===== config.mk =====
export PLATFORM = sky130hd
export DESIGN_NAME = notify_message_deframer_top
export DESIGN_NICKNAME = d
export VERILOG_FILES = /design/src/hw/rtl/nmd_pkg.sv /design/src/hw/rtl/notify_message_deframer_top.sv /design/src/hw/rtl/nmd_cfg_regs.sv /design/src/hw/rtl/nmd_parser.sv
export SDC_FILE = /design/constraint.sdc
export NUM_CORES = 1
export LEC_CHECK = 0
export ABC_AREA = 1
export ABC_CLOCK_PERIOD_IN_PS = 4300
export BUFFER_PORTS_ARGS = -buffer_cell sky130_fd_sc_hd__buf_2
export CAP_MARGIN = 20
export CORE_ASPECT_RATIO = 0.9
export CORE_MARGIN = 2
export CORE_UTILIZATION = 42
export CTS_CLUSTER_DIAMETER = 100
export CTS_CLUSTER_SIZE = 20
export DETAILED_ROUTE_END_ITERATION = 6
export PLACE_DENSITY = 0.67
export SYNTH_ARGS = -nofsm -noshare
export SYNTH_HDL_FRONTEND = slang
export SYNTH_SLANG_ARGS = --single-unit
export TNS_END_PERCENT = 5

===== constraint.sdc =====
create_clock -name clk -period 4.3 [get_ports clk]
set_clock_uncertainty 0.05 [all_clocks]
set_input_delay 0.86 -clock clk [delete_from_list [all_inputs] [get_ports clk]]
set_output_delay 0.86 -clock clk [all_outputs]
set_load 0.1 [all_outputs]

===== src/hw/rtl/nmd_pkg.sv =====
// ----------------------------------------------------------------------------
// nmd_pkg
// Shared types and codes of the notify message deframer.
// ----------------------------------------------------------------------------
package nmd_pkg;

  localparam int unsigned CODE_W    = 4;
  localparam int unsigned BYTE_W    = 8;
  localparam int unsigned COUNTER_W = 32;
  localparam int unsigned PAYLEN_W  = 16;
  localparam int unsigned KIND_W    = 2;
  localparam int unsigned CFG_IDX_W = 2;

  typedef enum logic [CFG_IDX_W-1:0] {
    CFG_VERSION_TYPE = 2'd0,
    CFG_EVENT_TYPE   = 2'd1,
    CFG_COUNTER_TYPE = 2'd2,
    CFG_EXP_VERSION  = 2'd3
  } nmd_cfg_idx_t;

  typedef enum logic [KIND_W-1:0] {
    KIND_COUNTER_NAME = 2'd0,
    KIND_EVENT_NAME   = 2'd1,
    KIND_PAYLOAD      = 2'd2,
    KIND_VERSION_ERR  = 2'd3
  } nmd_kind_t;

  typedef enum logic {
    TYPE_COUNTER = 1'b0,
    TYPE_EVENT   = 1'b1
  } nmd_msg_type_t;

  typedef enum logic [6:0] {
    STEP_HEADER  = 7'b0000001,
    STEP_VERSION = 7'b0000010,
    STEP_NAMELEN = 7'b0000100,
    STEP_COUNTER = 7'b0001000,
    STEP_PAYLEN  = 7'b0010000,
    STEP_NAME    = 7'b0100000,
    STEP_PAYLOAD = 7'b1000000
  } nmd_step_t;

  localparam logic [CODE_W-1:0] RST_VERSION_TYPE = 4'd0;
  localparam logic [CODE_W-1:0] RST_EVENT_TYPE   = 4'd1;
  localparam logic [CODE_W-1:0] RST_COUNTER_TYPE = 4'd2;
  localparam logic [BYTE_W-1:0] RST_EXP_VERSION  = 8'd1;

  typedef struct packed {
    logic [CODE_W-1:0] version_type_code;
    logic [CODE_W-1:0] event_type_code;
    logic [CODE_W-1:0] counter_type_code;
    logic [BYTE_W-1:0] expected_version;
  } nmd_cfg_t;

  typedef struct packed {
    nmd_kind_t            result_kind;
    logic                 has_byte;
    logic [BYTE_W-1:0]    data_byte;
    logic [COUNTER_W-1:0] counter_reading;
    logic                 message_end;
  } nmd_result_t;

endpackage


===== src/hw/rtl/notify_message_deframer_top.sv =====
// ----------------------------------------------------------------------------
// notify_message_deframer_top
// Byte stream deframer for version, counter and event notification messages.
// ----------------------------------------------------------------------------
// Usage:
//   s_* carries one received byte per transaction (s_tdata[7:0]).
//   m_* carries one result per transaction: m_tdata holds data_byte and
//   counter_reading, m_tuser holds result_kind and has_byte, m_tlast marks
//   the final result of a message.
//   cfg_* writes one configuration register per transaction; write only
//   while the stream is idle.
// Timing:
//   One byte per cycle sustained while m_tready does not hold a pending
//   result. A byte is registered in the input register at acceptance, then
//   parsed into the output register, from which its result, if any, is
//   presented on m_*. The rate is set by the single parser stage, which
//   updates the frame state once per byte.
// Reset and stall:
//   rst clears the frame state, the halt flag, the valid flags of both
//   pipeline registers and restores the default type codes and expected
//   version. While m_tready is low with a result pending, the parser holds;
//   if the input register is empty, one more byte is still taken into it,
//   then s_tready drops.
// ----------------------------------------------------------------------------
module notify_message_deframer_top
  import nmd_pkg::*;
(
  input  logic                 clk,
  input  logic                 rst,
  input  logic                 s_tvalid,
  output logic                 s_tready,
  input  logic [7:0]           s_tdata,   // [7:0] rx_byte
  output logic                 m_tvalid,
  input  logic                 m_tready,
  output logic [39:0]          m_tdata,   // [7:0] data_byte, [39:8] counter_reading
  output logic [2:0]           m_tuser,   // [1:0] result_kind, [2] has_byte
  output logic                 m_tlast,
  input  logic                 cfg_valid,
  output logic                 cfg_ready,
  input  logic [CFG_IDX_W-1:0] cfg_index,
  input  logic [BYTE_W-1:0]    cfg_data
);

  nmd_cfg_t          cfg;
  logic              in_valid;
  logic [BYTE_W-1:0] in_byte;
  logic              out_valid;
  nmd_result_t       out_res;
  logic              out_can;
  logic              fire;
  logic              res_valid;
  nmd_result_t       res;

  assign out_can  = !out_valid || m_tready;
  assign fire     = in_valid && out_can;
  assign s_tready = !in_valid || out_can;

  nmd_cfg_regs u_cfg (
    .clk       (clk),
    .rst       (rst),
    .cfg_valid (cfg_valid),
    .cfg_ready (cfg_ready),
    .cfg_index (cfg_index),
    .cfg_data  (cfg_data),
    .cfg       (cfg)
  );

  nmd_parser u_parser (
    .clk       (clk),
    .rst       (rst),
    .fire      (fire),
    .rx_byte   (in_byte),
    .cfg       (cfg),
    .res_valid (res_valid),
    .res       (res)
  );

  always_ff @(posedge clk) begin
    if (rst) begin
      in_valid <= 1'b0;
    end else if (s_tvalid && s_tready) begin
      in_valid <= 1'b1;
    end else if (fire) begin
      in_valid <= 1'b0;
    end
  end

  always_ff @(posedge clk) begin
    if (s_tvalid && s_tready) in_byte <= s_tdata;
  end

  always_ff @(posedge clk) begin
    if (rst) begin
      out_valid <= 1'b0;
    end else if (fire) begin
      out_valid <= res_valid;
    end else if (m_tready) begin
      out_valid <= 1'b0;
    end
  end

  always_ff @(posedge clk) begin
    if (fire) out_res <= res;
  end

  assign m_tvalid = out_valid;
  assign m_tdata  = {out_res.counter_reading, out_res.data_byte};
  assign m_tuser  = {out_res.has_byte, out_res.result_kind};
  assign m_tlast  = out_res.message_end;

endmodule


===== src/hw/rtl/nmd_cfg_regs.sv =====
// ----------------------------------------------------------------------------
// nmd_cfg_regs
// Configuration register file: type codes and the expected version byte.
// ----------------------------------------------------------------------------
module nmd_cfg_regs
  import nmd_pkg::*;
(
  input  logic                 clk,
  input  logic                 rst,
  input  logic                 cfg_valid,
  output logic                 cfg_ready,
  input  logic [CFG_IDX_W-1:0] cfg_index,
  input  logic [BYTE_W-1:0]    cfg_data,
  output nmd_cfg_t             cfg
);

  assign cfg_ready = 1'b1;

  always_ff @(posedge clk) begin
    if (rst) begin
      cfg.version_type_code <= RST_VERSION_TYPE;
      cfg.event_type_code   <= RST_EVENT_TYPE;
      cfg.counter_type_code <= RST_COUNTER_TYPE;
      cfg.expected_version  <= RST_EXP_VERSION;
    end else if (cfg_valid && cfg_ready) begin
      unique case (nmd_cfg_idx_t'(cfg_index))
        CFG_VERSION_TYPE: cfg.version_type_code <= cfg_data[CODE_W-1:0];
        CFG_EVENT_TYPE:   cfg.event_type_code   <= cfg_data[CODE_W-1:0];
        CFG_COUNTER_TYPE: cfg.counter_type_code <= cfg_data[CODE_W-1:0];
        CFG_EXP_VERSION:  cfg.expected_version  <= cfg_data;
        default: ;
      endcase
    end
  end

endmodule


===== src/hw/rtl/nmd_parser.sv =====
// ----------------------------------------------------------------------------
// nmd_parser
// Frame state machine: one byte per transaction, zero or one result.
// ----------------------------------------------------------------------------
module nmd_parser
  import nmd_pkg::*;
(
  input  logic              clk,
  input  logic              rst,
  input  logic              fire,
  input  logic [BYTE_W-1:0] rx_byte,
  input  nmd_cfg_t          cfg,
  output logic              res_valid,
  output nmd_result_t       res
);

  nmd_step_t            step, step_next;
  nmd_msg_type_t        mtype, mtype_next;
  logic [BYTE_W-1:0]    name_left, name_left_next;
  logic [PAYLEN_W-1:0]  pay_left, pay_left_next;
  logic [COUNTER_W-1:0] cshift, cshift_next;
  logic [1:0]           fidx, fidx_next;
  logic                 halted, halted_next;

  logic [CODE_W-1:0]    nib;
  logic [COUNTER_W-1:0] reading;
  logic [BYTE_W-1:0]    name_dec;
  logic [PAYLEN_W-1:0]  pay_dec;

  assign nib      = rx_byte[CODE_W-1:0];
  assign reading  = (mtype == TYPE_COUNTER) ? cshift : '0;
  assign name_dec = name_left - 1'b1;
  assign pay_dec  = pay_left - 1'b1;

  always_comb begin
    step_next      = step;
    mtype_next     = mtype;
    name_left_next = name_left;
    pay_left_next  = pay_left;
    cshift_next    = cshift;
    fidx_next      = fidx;
    halted_next    = halted;
    res_valid      = 1'b0;
    res            = '0;
    if (!halted) begin
      unique case (step)
        STEP_HEADER: begin
          priority if (nib == cfg.version_type_code) begin
            step_next = STEP_VERSION;
          end else if (nib == cfg.event_type_code) begin
            mtype_next = TYPE_EVENT;
            step_next  = STEP_NAMELEN;
          end else if (nib == cfg.counter_type_code) begin
            mtype_next = TYPE_COUNTER;
            step_next  = STEP_NAMELEN;
          end else begin
          end
        end
        STEP_VERSION: begin
          step_next = STEP_HEADER;
          if (rx_byte != cfg.expected_version) begin
            halted_next     = 1'b1;
            res_valid       = 1'b1;
            res.result_kind = KIND_VERSION_ERR;
            res.message_end = 1'b1;
          end
        end
        STEP_NAMELEN: begin
          name_left_next = rx_byte;
          fidx_next      = '0;
          if (mtype == TYPE_EVENT) begin
            pay_left_next = '0;
            step_next     = STEP_PAYLEN;
          end else begin
            cshift_next = '0;
            step_next   = STEP_COUNTER;
          end
        end
        STEP_COUNTER: begin
          cshift_next = {cshift[COUNTER_W-BYTE_W-1:0], rx_byte};
          if (fidx != 2'd3) begin
            fidx_next = fidx + 1'b1;
          end else begin
            fidx_next = '0;
            if (name_left == '0) begin
              step_next           = STEP_HEADER;
              res_valid           = 1'b1;
              res.result_kind     = KIND_COUNTER_NAME;
              res.counter_reading = cshift_next;
              res.message_end     = 1'b1;
            end else begin
              step_next = STEP_NAME;
            end
          end
        end
        STEP_PAYLEN: begin
          pay_left_next = {pay_left[PAYLEN_W-BYTE_W-1:0], rx_byte};
          if (fidx == 2'd0) begin
            fidx_next = 2'd1;
          end else begin
            fidx_next = '0;
            priority if (name_left != '0) begin
              step_next = STEP_NAME;
            end else if (pay_left_next != '0) begin
              step_next = STEP_PAYLOAD;
            end else begin
              step_next       = STEP_HEADER;
              res_valid       = 1'b1;
              res.result_kind = KIND_EVENT_NAME;
              res.message_end = 1'b1;
            end
          end
        end
        STEP_NAME: begin
          name_left_next = name_dec;
          res_valid      = 1'b1;
          res.has_byte   = 1'b1;
          res.data_byte  = rx_byte;
          if (mtype == TYPE_COUNTER) begin
            res.result_kind     = KIND_COUNTER_NAME;
            res.counter_reading = reading;
            res.message_end     = (name_dec == '0);
            if (name_dec == '0) step_next = STEP_HEADER;
          end else begin
            res.result_kind = KIND_EVENT_NAME;
            if (name_dec == '0) begin
              if (pay_left == '0) begin
                res.message_end = 1'b1;
                step_next       = STEP_HEADER;
              end else begin
                step_next = STEP_PAYLOAD;
              end
            end
          end
        end
        STEP_PAYLOAD: begin
          pay_left_next   = pay_dec;
          res_valid       = 1'b1;
          res.result_kind = KIND_PAYLOAD;
          res.has_byte    = 1'b1;
          res.data_byte   = rx_byte;
          res.message_end = (pay_dec == '0);
          if (pay_dec == '0) step_next = STEP_HEADER;
        end
        default: step_next = STEP_HEADER;
      endcase
    end
  end

  always_ff @(posedge clk) begin
    if (rst) begin
      step      <= STEP_HEADER;
      mtype     <= TYPE_COUNTER;
      name_left <= '0;
      pay_left  <= '0;
      cshift    <= '0;
      fidx      <= '0;
      halted    <= 1'b0;
    end else if (fire) begin
      step      <= step_next;
      mtype     <= mtype_next;
      name_left <= name_left_next;
      pay_left  <= pay_left_next;
      cshift    <= cshift_next;
      fidx      <= fidx_next;
      halted    <= halted_next;
    end
  end

  a_halt_silent: assert property (@(posedge clk) disable iff (rst)
    halted |-> !res_valid)
    else $error("result while halted");

  a_halt_sticky: assert property (@(posedge clk) disable iff (rst)
    halted |=> halted)
    else $error("halt released without reset");

  a_err_halts: assert property (@(posedge clk) disable iff (rst)
    fire && res_valid && res.result_kind == KIND_VERSION_ERR |=> halted)
    else $error("version error did not halt");

  a_empty_ends: assert property (@(posedge clk) disable iff (rst)
    res_valid && !res.has_byte |-> res.message_end && res.data_byte == '0)
    else $error("byteless result not marked as message end");

endmodule

* Word-level counts from Yosys, hierarchy flattened
Index checks and enable logic that the tools add are counted.
** Cells by class
- Mux-type cells :: 54
- Bitwise logic cells :: 3
- $add $sub $neg :: 3
- Equal/unequal tests :: 22
- Reductions and logical operators :: 33
** Operators by type and width (count)
- $pmux 32 s2 :: 2
- $mux 7 :: 12
- $mux 33 :: 2
- $mux 32 :: 2
- $pmux 16 s3 :: 1
- $pmux 7 s6 :: 1
- $logic_not 16->1 :: 2
- $mux 1 :: 21
- $logic_not 8->1 :: 2
- $mux 16 :: 1
- $pmux 8 s2 :: 1
- $reduce_bool 16->1 :: 1
- $sub 16x1->16 const B :: 1
- $eq 4x4->1 :: 3
- $reduce_bool 2->1 :: 5
- $mux 9 :: 1
- $mux 2 :: 4
- $ne 2x2->1 const B :: 4
- $ne 8x8->1 :: 1
- $pmux 2 s4 :: 1
- $reduce_and 2->1 :: 4
- $reduce_and 4->1 :: 2
- $reduce_bool 8->1 :: 1
- $sub 8x1->8 const B :: 1
- 27 further kinds :: 39
** Storage, ports and cells
- Output and inout port bits :: 47
- Bits in registers :: 141
- Input bits :: 23
- Logic and storage cells :: 134

* Longest topological paths before layout
- Depth after elaboration :: 7
- Depth in mapped cells :: 15
- Depth with buffers taken out :: 14

* Modules after synthesis
From an unflattened synthesis, not the netlist that was laid out.
** Unflattened totals
- Cell total of the unflattened synthesis :: 900
- Area, all modules :: 7188.1 um^2
** By module, submodules not included
- nmd_parser :: cells an instance 709, times used 1, sequential area each 1341.3 um^2, area an instance 4672.0 um^2
- notify_message_deframer_top :: cells an instance 64, times used 1, sequential area each 1601.5 um^2, area an instance 1655.3 um^2
- nmd_cfg_regs :: cells an instance 127, times used 1, sequential area each 400.4 um^2, area an instance 860.8 um^2

* Least setup slack after synthesis
OpenSTA, ideal clock, no wires.
- Kind :: in2reg
- Start point :: in m_tready
- End point :: reg u_parser.pay_left[10]
- Required time :: 4128 ps
- Setup time :: 122 ps
- Buffers on the path :: 2
- Path slack :: 1171 ps
- Arrival time :: 2957 ps
- Stages on the path :: 13
- Cells stage by stage :: inv_1 -> nand2_1 -> nand2_1 -> inv_1 -> nand2_1 -> inv_1 -> buf_2 -> nand2_1 -> inv_1 -> nand2_2 -> buf_6 -> a221oi_1 -> nor2_1
** Between the ends
- Longest elaborated chain between the ends :: 3
** Ends and longest elaborated chain
- start: declaration :: line notify_message_deframer_top.sv:34 : input logic m_tready,
- $logic_or 1x1->1 :: line notify_message_deframer_top.sv:54 : assign out_can = !out_valid || m_tready;
- $logic_and 1x1->1 :: line notify_message_deframer_top.sv:55 : assign fire = in_valid && out_can;
- named net fire :: line notify_message_deframer_top.sv:50 : logic fire;
- $reduce_and 4->1 (no source line)
- end signal: assignment :: line nmd_parser.sv:163 : pay_left <= pay_left_next;
- end: declaration :: line nmd_parser.sv:20 : logic [PAYLEN_W-1:0] pay_left, pay_left_next;
The timed path passes the listed nets, and every way through them passes these cells.
A chain may end at the register's enable or synchronous reset.

* Final worst setup path
- Start point :: reg u_parser.step[2]
- End point :: reg out_res (netlist bit m_tdata[17]) (data pin)
** Between the ends
- Longest elaborated chain between the ends :: 2
- Elaborated cells between the ends (all ways) :: 3
- Classes of those cells :: eq/ne: 2; mux: 1
** Ends and longest elaborated chain
- start: declaration :: line nmd_parser.sv:17 : nmd_step_t step, step_next;
- start signal: assignment :: line nmd_parser.sv:160 : step <= step_next;
- $eq 7x6->1 or $eq 7x4->1 (tied branches) :: line nmd_parser.sv:46 : unique case (step)
- $pmux 32 s2 (*) :: line nmd_parser.sv:46
- end signal: assignment :: line notify_message_deframer_top.sv:103 : if (fire) out_res <= res;
- end: declaration :: line notify_message_deframer_top.sv:48 : nmd_result_t out_res;
Every way passes the cells marked *; elsewhere a longest branch is shown, timed or not.

==> results.md <==
- Layout cell share with drive strength beyond 1: 14.8%
- Count of flip-flops with a built-in enable after synthesis: 52
- Fin crit period: 2.97 ns
- Slew margin rel.: 33.8%
- Number of diodes added for antenna fixing: 0
- FF/Latch Area: 3340 µm²
- Internal: 2.38 mW
- Fmax: 0.336 GHz
- Core region area: 16200 µm²
- CP Cell Sequence: nor2_1 -> inv_2 -> nor2_4 -> inv_2 -> nor2_2 -> inv_1 -> nor2_2 -> buf_4 -> a32oi_1 -> nor2_1
- Via density per instance: 5.34
- Net count reported at finish: 949
- Power dissipated by switching net loads: 0.944 mW
- Ys flop type: sky130_fd_sc_hd__dfxtp_1
- Final design instance area without fill: 7960 µm²
- Site row count: 44
- Initial detailed-routing violation count: 605
- Clock insertion delay at the later pin of the skew report: 0.42 ns
- Launching element type of the critical path: flop
- Reg2Reg Capture Point: m_tdata[17]
- Layout Utilization: 49.2%
- Placed wire-length estimate: 11400 µm
- Floorplan die area: 17600 µm²
- Summed instance area of the synthesized netlist: 6960 µm²
- Number of synthesized register bits: 141
- Number of setup buffers added after CTS: 0
- Portion of the clock cycle consumed by the worst path in the final layout: 69.2%
- Unrepaired setup endpoints after global routing: no
- Clock network fraction of total power: 42.3%
- Number of top-level pins: 70
- Detailed-route via count: 6073
- Sequential group share of total power: 44.3%
- Final slew viol count: 0
- Synthesized area per cell: 8.00 µm²
- Status: completed
- Pin count of the biggest net entering global routing: 69
- HP Class: flop to flop
- Total routing usage reported by global routing: 20.0%
- Maximum single-stage delay on the critical path: 0.55 ns
- Reg2Reg Setup Slack: 1.33 ns
- Critical Path Slowest Stage Cell: sky130_fd_sc_hd__nor2_2
- Sequential area share after synthesis: 48.0%
- Start point of the worst min-delay path: u_parser.cshift[31]
- Die span in y: 126 µm
- H-Tree Depth: 4
- Buffer type at the clock tree root: sky130_fd_sc_hd__clkbuf_16
- Cells after Synth: 870
- Data required time at the worst endpoint: 4.51 ns
- Number of global-route vias before repair: 5528
- Number of violations of the max-capacitance limit: 0
- CTS sink count: 141
- Quantity of I/O buffers inserted on ports: 68
- CTS hold repair buffers: 0
- Syn Nets: 901
- Worst-case hold path end point: u_parser.cshift[31]
- TNS Setup: 0 ns
- Count of yosys warnings during synthesis: 0
- DRT Wirelength: 17300 µm
- Slew @ Worst Pin: 0.983 ns
- Clock buffers created by TritonCTS: 17
- Worst Reg-to-Reg Cells: 10
- Die span in x: 140 µm
- Grt total ovfl: 0
- Max VDD drop: 0.267 mV
- Area Overhead vs Synth: 14.3%
- Post-CTS clock slew at the launch and capture registers of the worst setup and hold paths: 0.06 ns
- First-pass GRT wire length: 28400 µm
- Number of optimization iterations in the first detailed-route pass: 5
- CTS-repair resized insts: 0
- Fraction of power spent switching nets: 28.4%
- Total count of hold-check failures in the final report: 0
- Final setup viols: 0
- Endpoint class of the critical path: flop
- Hold-critical path depth: 2
- TritonCTS clock tree: done
- Static leakage power: 3.29 nW
- Synth unique cells: 43
- Post-synth ARST share: 0%
- Data arrival time of the critical path: 3.18 ns
- Antenna violations before repair: 0
- Power density over cell area: 418 nW/µm²
- Final estimated routing congestion in global placement: 0.898
- Multi-input logic area: 3060 µm²
- Worst-path fanout max: 19
- Routed Antenna Nets: 0
- Mean routed wirelength per cell: 15.2 µm
- FILL cells: 1590
- Buffer depth of the longest clock path: 2
- Placement-stage cell area: 7380 µm²
- Post-route DRC: 0
- Logic gate share of total power: 13.4%
- Crit Path Class: flop to flop
- Starting density of the core: 43.0%
- Reg-to-reg startpoint: u_parser.step[2]
==> layer usage <==
layer,routed length (µm),vias to the layer above,share of wire [%],global-route usage (%)
met5,0,-,0,0
met4,222,0,1.3,6.29
met3,1040,13,6.0,4.18
met2,7610,180,44,29.1
met1,8460,2843,49,29.7
li1,-,3037,-,-
==> registers in the layout, indices dropped and copies added (netlist names), 2 cells and up <==
signal	cells
u_parser.step	7
m_tuser	3
in_byte	8
m_tdata	40
u_parser.pay_left	16
u_parser.fidx	2
u_parser.name_left	8
u_parser.cshift	32
u_cfg.cfg	20
==> cells in the mapped netlist (2+ instances only) <==
master | number | area share (%)
sky130_fd_sc_hd__nand2_1 | 140 | 7.6
sky130_fd_sc_hd__nor2_1 | 121 | 6.5
sky130_fd_sc_hd__dfxtp_1 | 89 | 26
sky130_fd_sc_hd__inv_1 | 79 | 4.3
sky130_fd_sc_hd__a21oi_1 | 78 | 5.6
sky130_fd_sc_hd__nand3_1 | 76 | 5.5
sky130_fd_sc_hd__edfxtp_1 | 52 | 22
sky130_fd_sc_hd__o21ai_0 | 51 | 3.7
sky130_fd_sc_hd__a32oi_1 | 26 | 3.3
sky130_fd_sc_hd__clkbuf_1 | 22 | 1.2
sky130_fd_sc_hd__buf_2 | 17 | 1.2
sky130_fd_sc_hd__xor2_1 | 16 | 2.0
sky130_fd_sc_hd__nor3_1 | 12 | 0.86
sky130_fd_sc_hd__nand4_1 | 10 | 0.90
sky130_fd_sc_hd__ha_1 | 8 | 1.4
sky130_fd_sc_hd__nor2_2 | 8 | 0.72
sky130_fd_sc_hd__buf_4 | 6 | 0.65
sky130_fd_sc_hd__inv_2 | 6 | 0.32
sky130_fd_sc_hd__o22ai_1 | 6 | 0.54
sky130_fd_sc_hd__nand2_2 | 5 | 0.45
sky130_fd_sc_hd__o21ai_1 | 5 | 0.36
sky130_fd_sc_hd__xnor2_1 | 5 | 0.63
sky130_fd_sc_hd__a221oi_1 | 4 | 0.50
sky130_fd_sc_hd__a31oi_1 | 4 | 0.36
sky130_fd_sc_hd__a211oi_1 | 3 | 0.32
sky130_fd_sc_hd__nor2_4 | 3 | 0.49
sky130_fd_sc_hd__nand2_4 | 2 | 0.32
==> logic make-up after synthesis <==
logic type / Yosys count / synth area share, %
AOI/OAI and AO/OA: 181 / 15.1
and+or+nand+nor: 384 / 24.4
xor gates and xnor gates: 22 / 2.88
adders and majority gates: 8 / 1.44
DFF: 141 / 48.0
buffers and inverters: 133 / 8.07
other: 1 / 0.0539
==> worst max path at each step <==
stage               slack, ns             start               endpoint
CTS                      1.32  u_parser.step[2]            m_tdata[32]
finish                   1.33  u_parser.step[2]            m_tdata[17]
global placement         1.19          m_tready     u_parser.cshift[4]
floorplan                1.17          m_tready  u_parser.pay_left[10]
global route             1.00  u_parser.step[2]             m_tdata[9]
detailed placement       1.08          m_tready    u_parser.cshift[23]
==> through the flow <==
step | power, mW | hold slack, ns | instances | setup WS [ns]
2_1_floorplan | 1.85 | 0.391 | 870 | 1.17
3_3_place_gp | 1.94 | 0.400 | 1105 | 1.19
3_5_place_dp | 1.94 | 0.403 | 1105 | 1.08
4_1_cts | 3.34 | 0.413 | 1137 | 1.32
5_1_grt | 3.47 | 0.428 | 1138 | 1.00
6_report | 3.33 | 0.414 | 1138 | 1.33
==> worst max-delay path, delay by kind of cell, from the launching register on <==
| family | cells | cell delay, ns |
|---|---|---|
| compound gates | 1 | 0.09 |
| simple gates | 5 | 1.46 |
| buf+inv | 4 | 0.85 |
| flops | 1 | 0.34 |
==> power by group through the flow <==
stage	Sequential, mW	Combinational, mW	Clock [mW]
6_report	1.47	0.447	1.41
5_1_grt	1.48	0.495	1.49
4_1_cts	1.47	0.444	1.43
3_5_place_dp	1.50	0.442	0
3_3_place_gp	1.50	0.439	0
2_1_floorplan	1.58	0.270	0
==> layout make-up <==
| class | instances | share of cell area (%) |
|---|---|---|
| flip-flops and latches | 141 | 42.0 |
| multi-input cells | 596 | 38.4 |
| clock buffers | 22 | 5.96 |
| repair buffers | 77 | 5.22 |
| inverters | 85 | 4.01 |
| well taps | 207 | 3.26 |
| clock inverters | 10 | 1.13 |
==> cell usage in the layout, fill, tap and decap left out, types with 12 or more instances in the layout <==
cell type                   instances
sky130_fd_sc_hd__clkbuf_16         17
sky130_fd_sc_hd__a21oi_1           78
sky130_fd_sc_hd__nand3_1           76
sky130_fd_sc_hd__o21ai_0           51
sky130_fd_sc_hd__xor2_1            16
sky130_fd_sc_hd__nor3_1            12
sky130_fd_sc_hd__buf_2             68
sky130_fd_sc_hd__edfxtp_1          52
sky130_fd_sc_hd__nand2_1          140
sky130_fd_sc_hd__dfxtp_1           89
sky130_fd_sc_hd__a32oi_1           26
sky130_fd_sc_hd__nor2_1           120
sky130_fd_sc_hd__inv_1             78
Note: power is estimated with default switching activity, not from simulation.
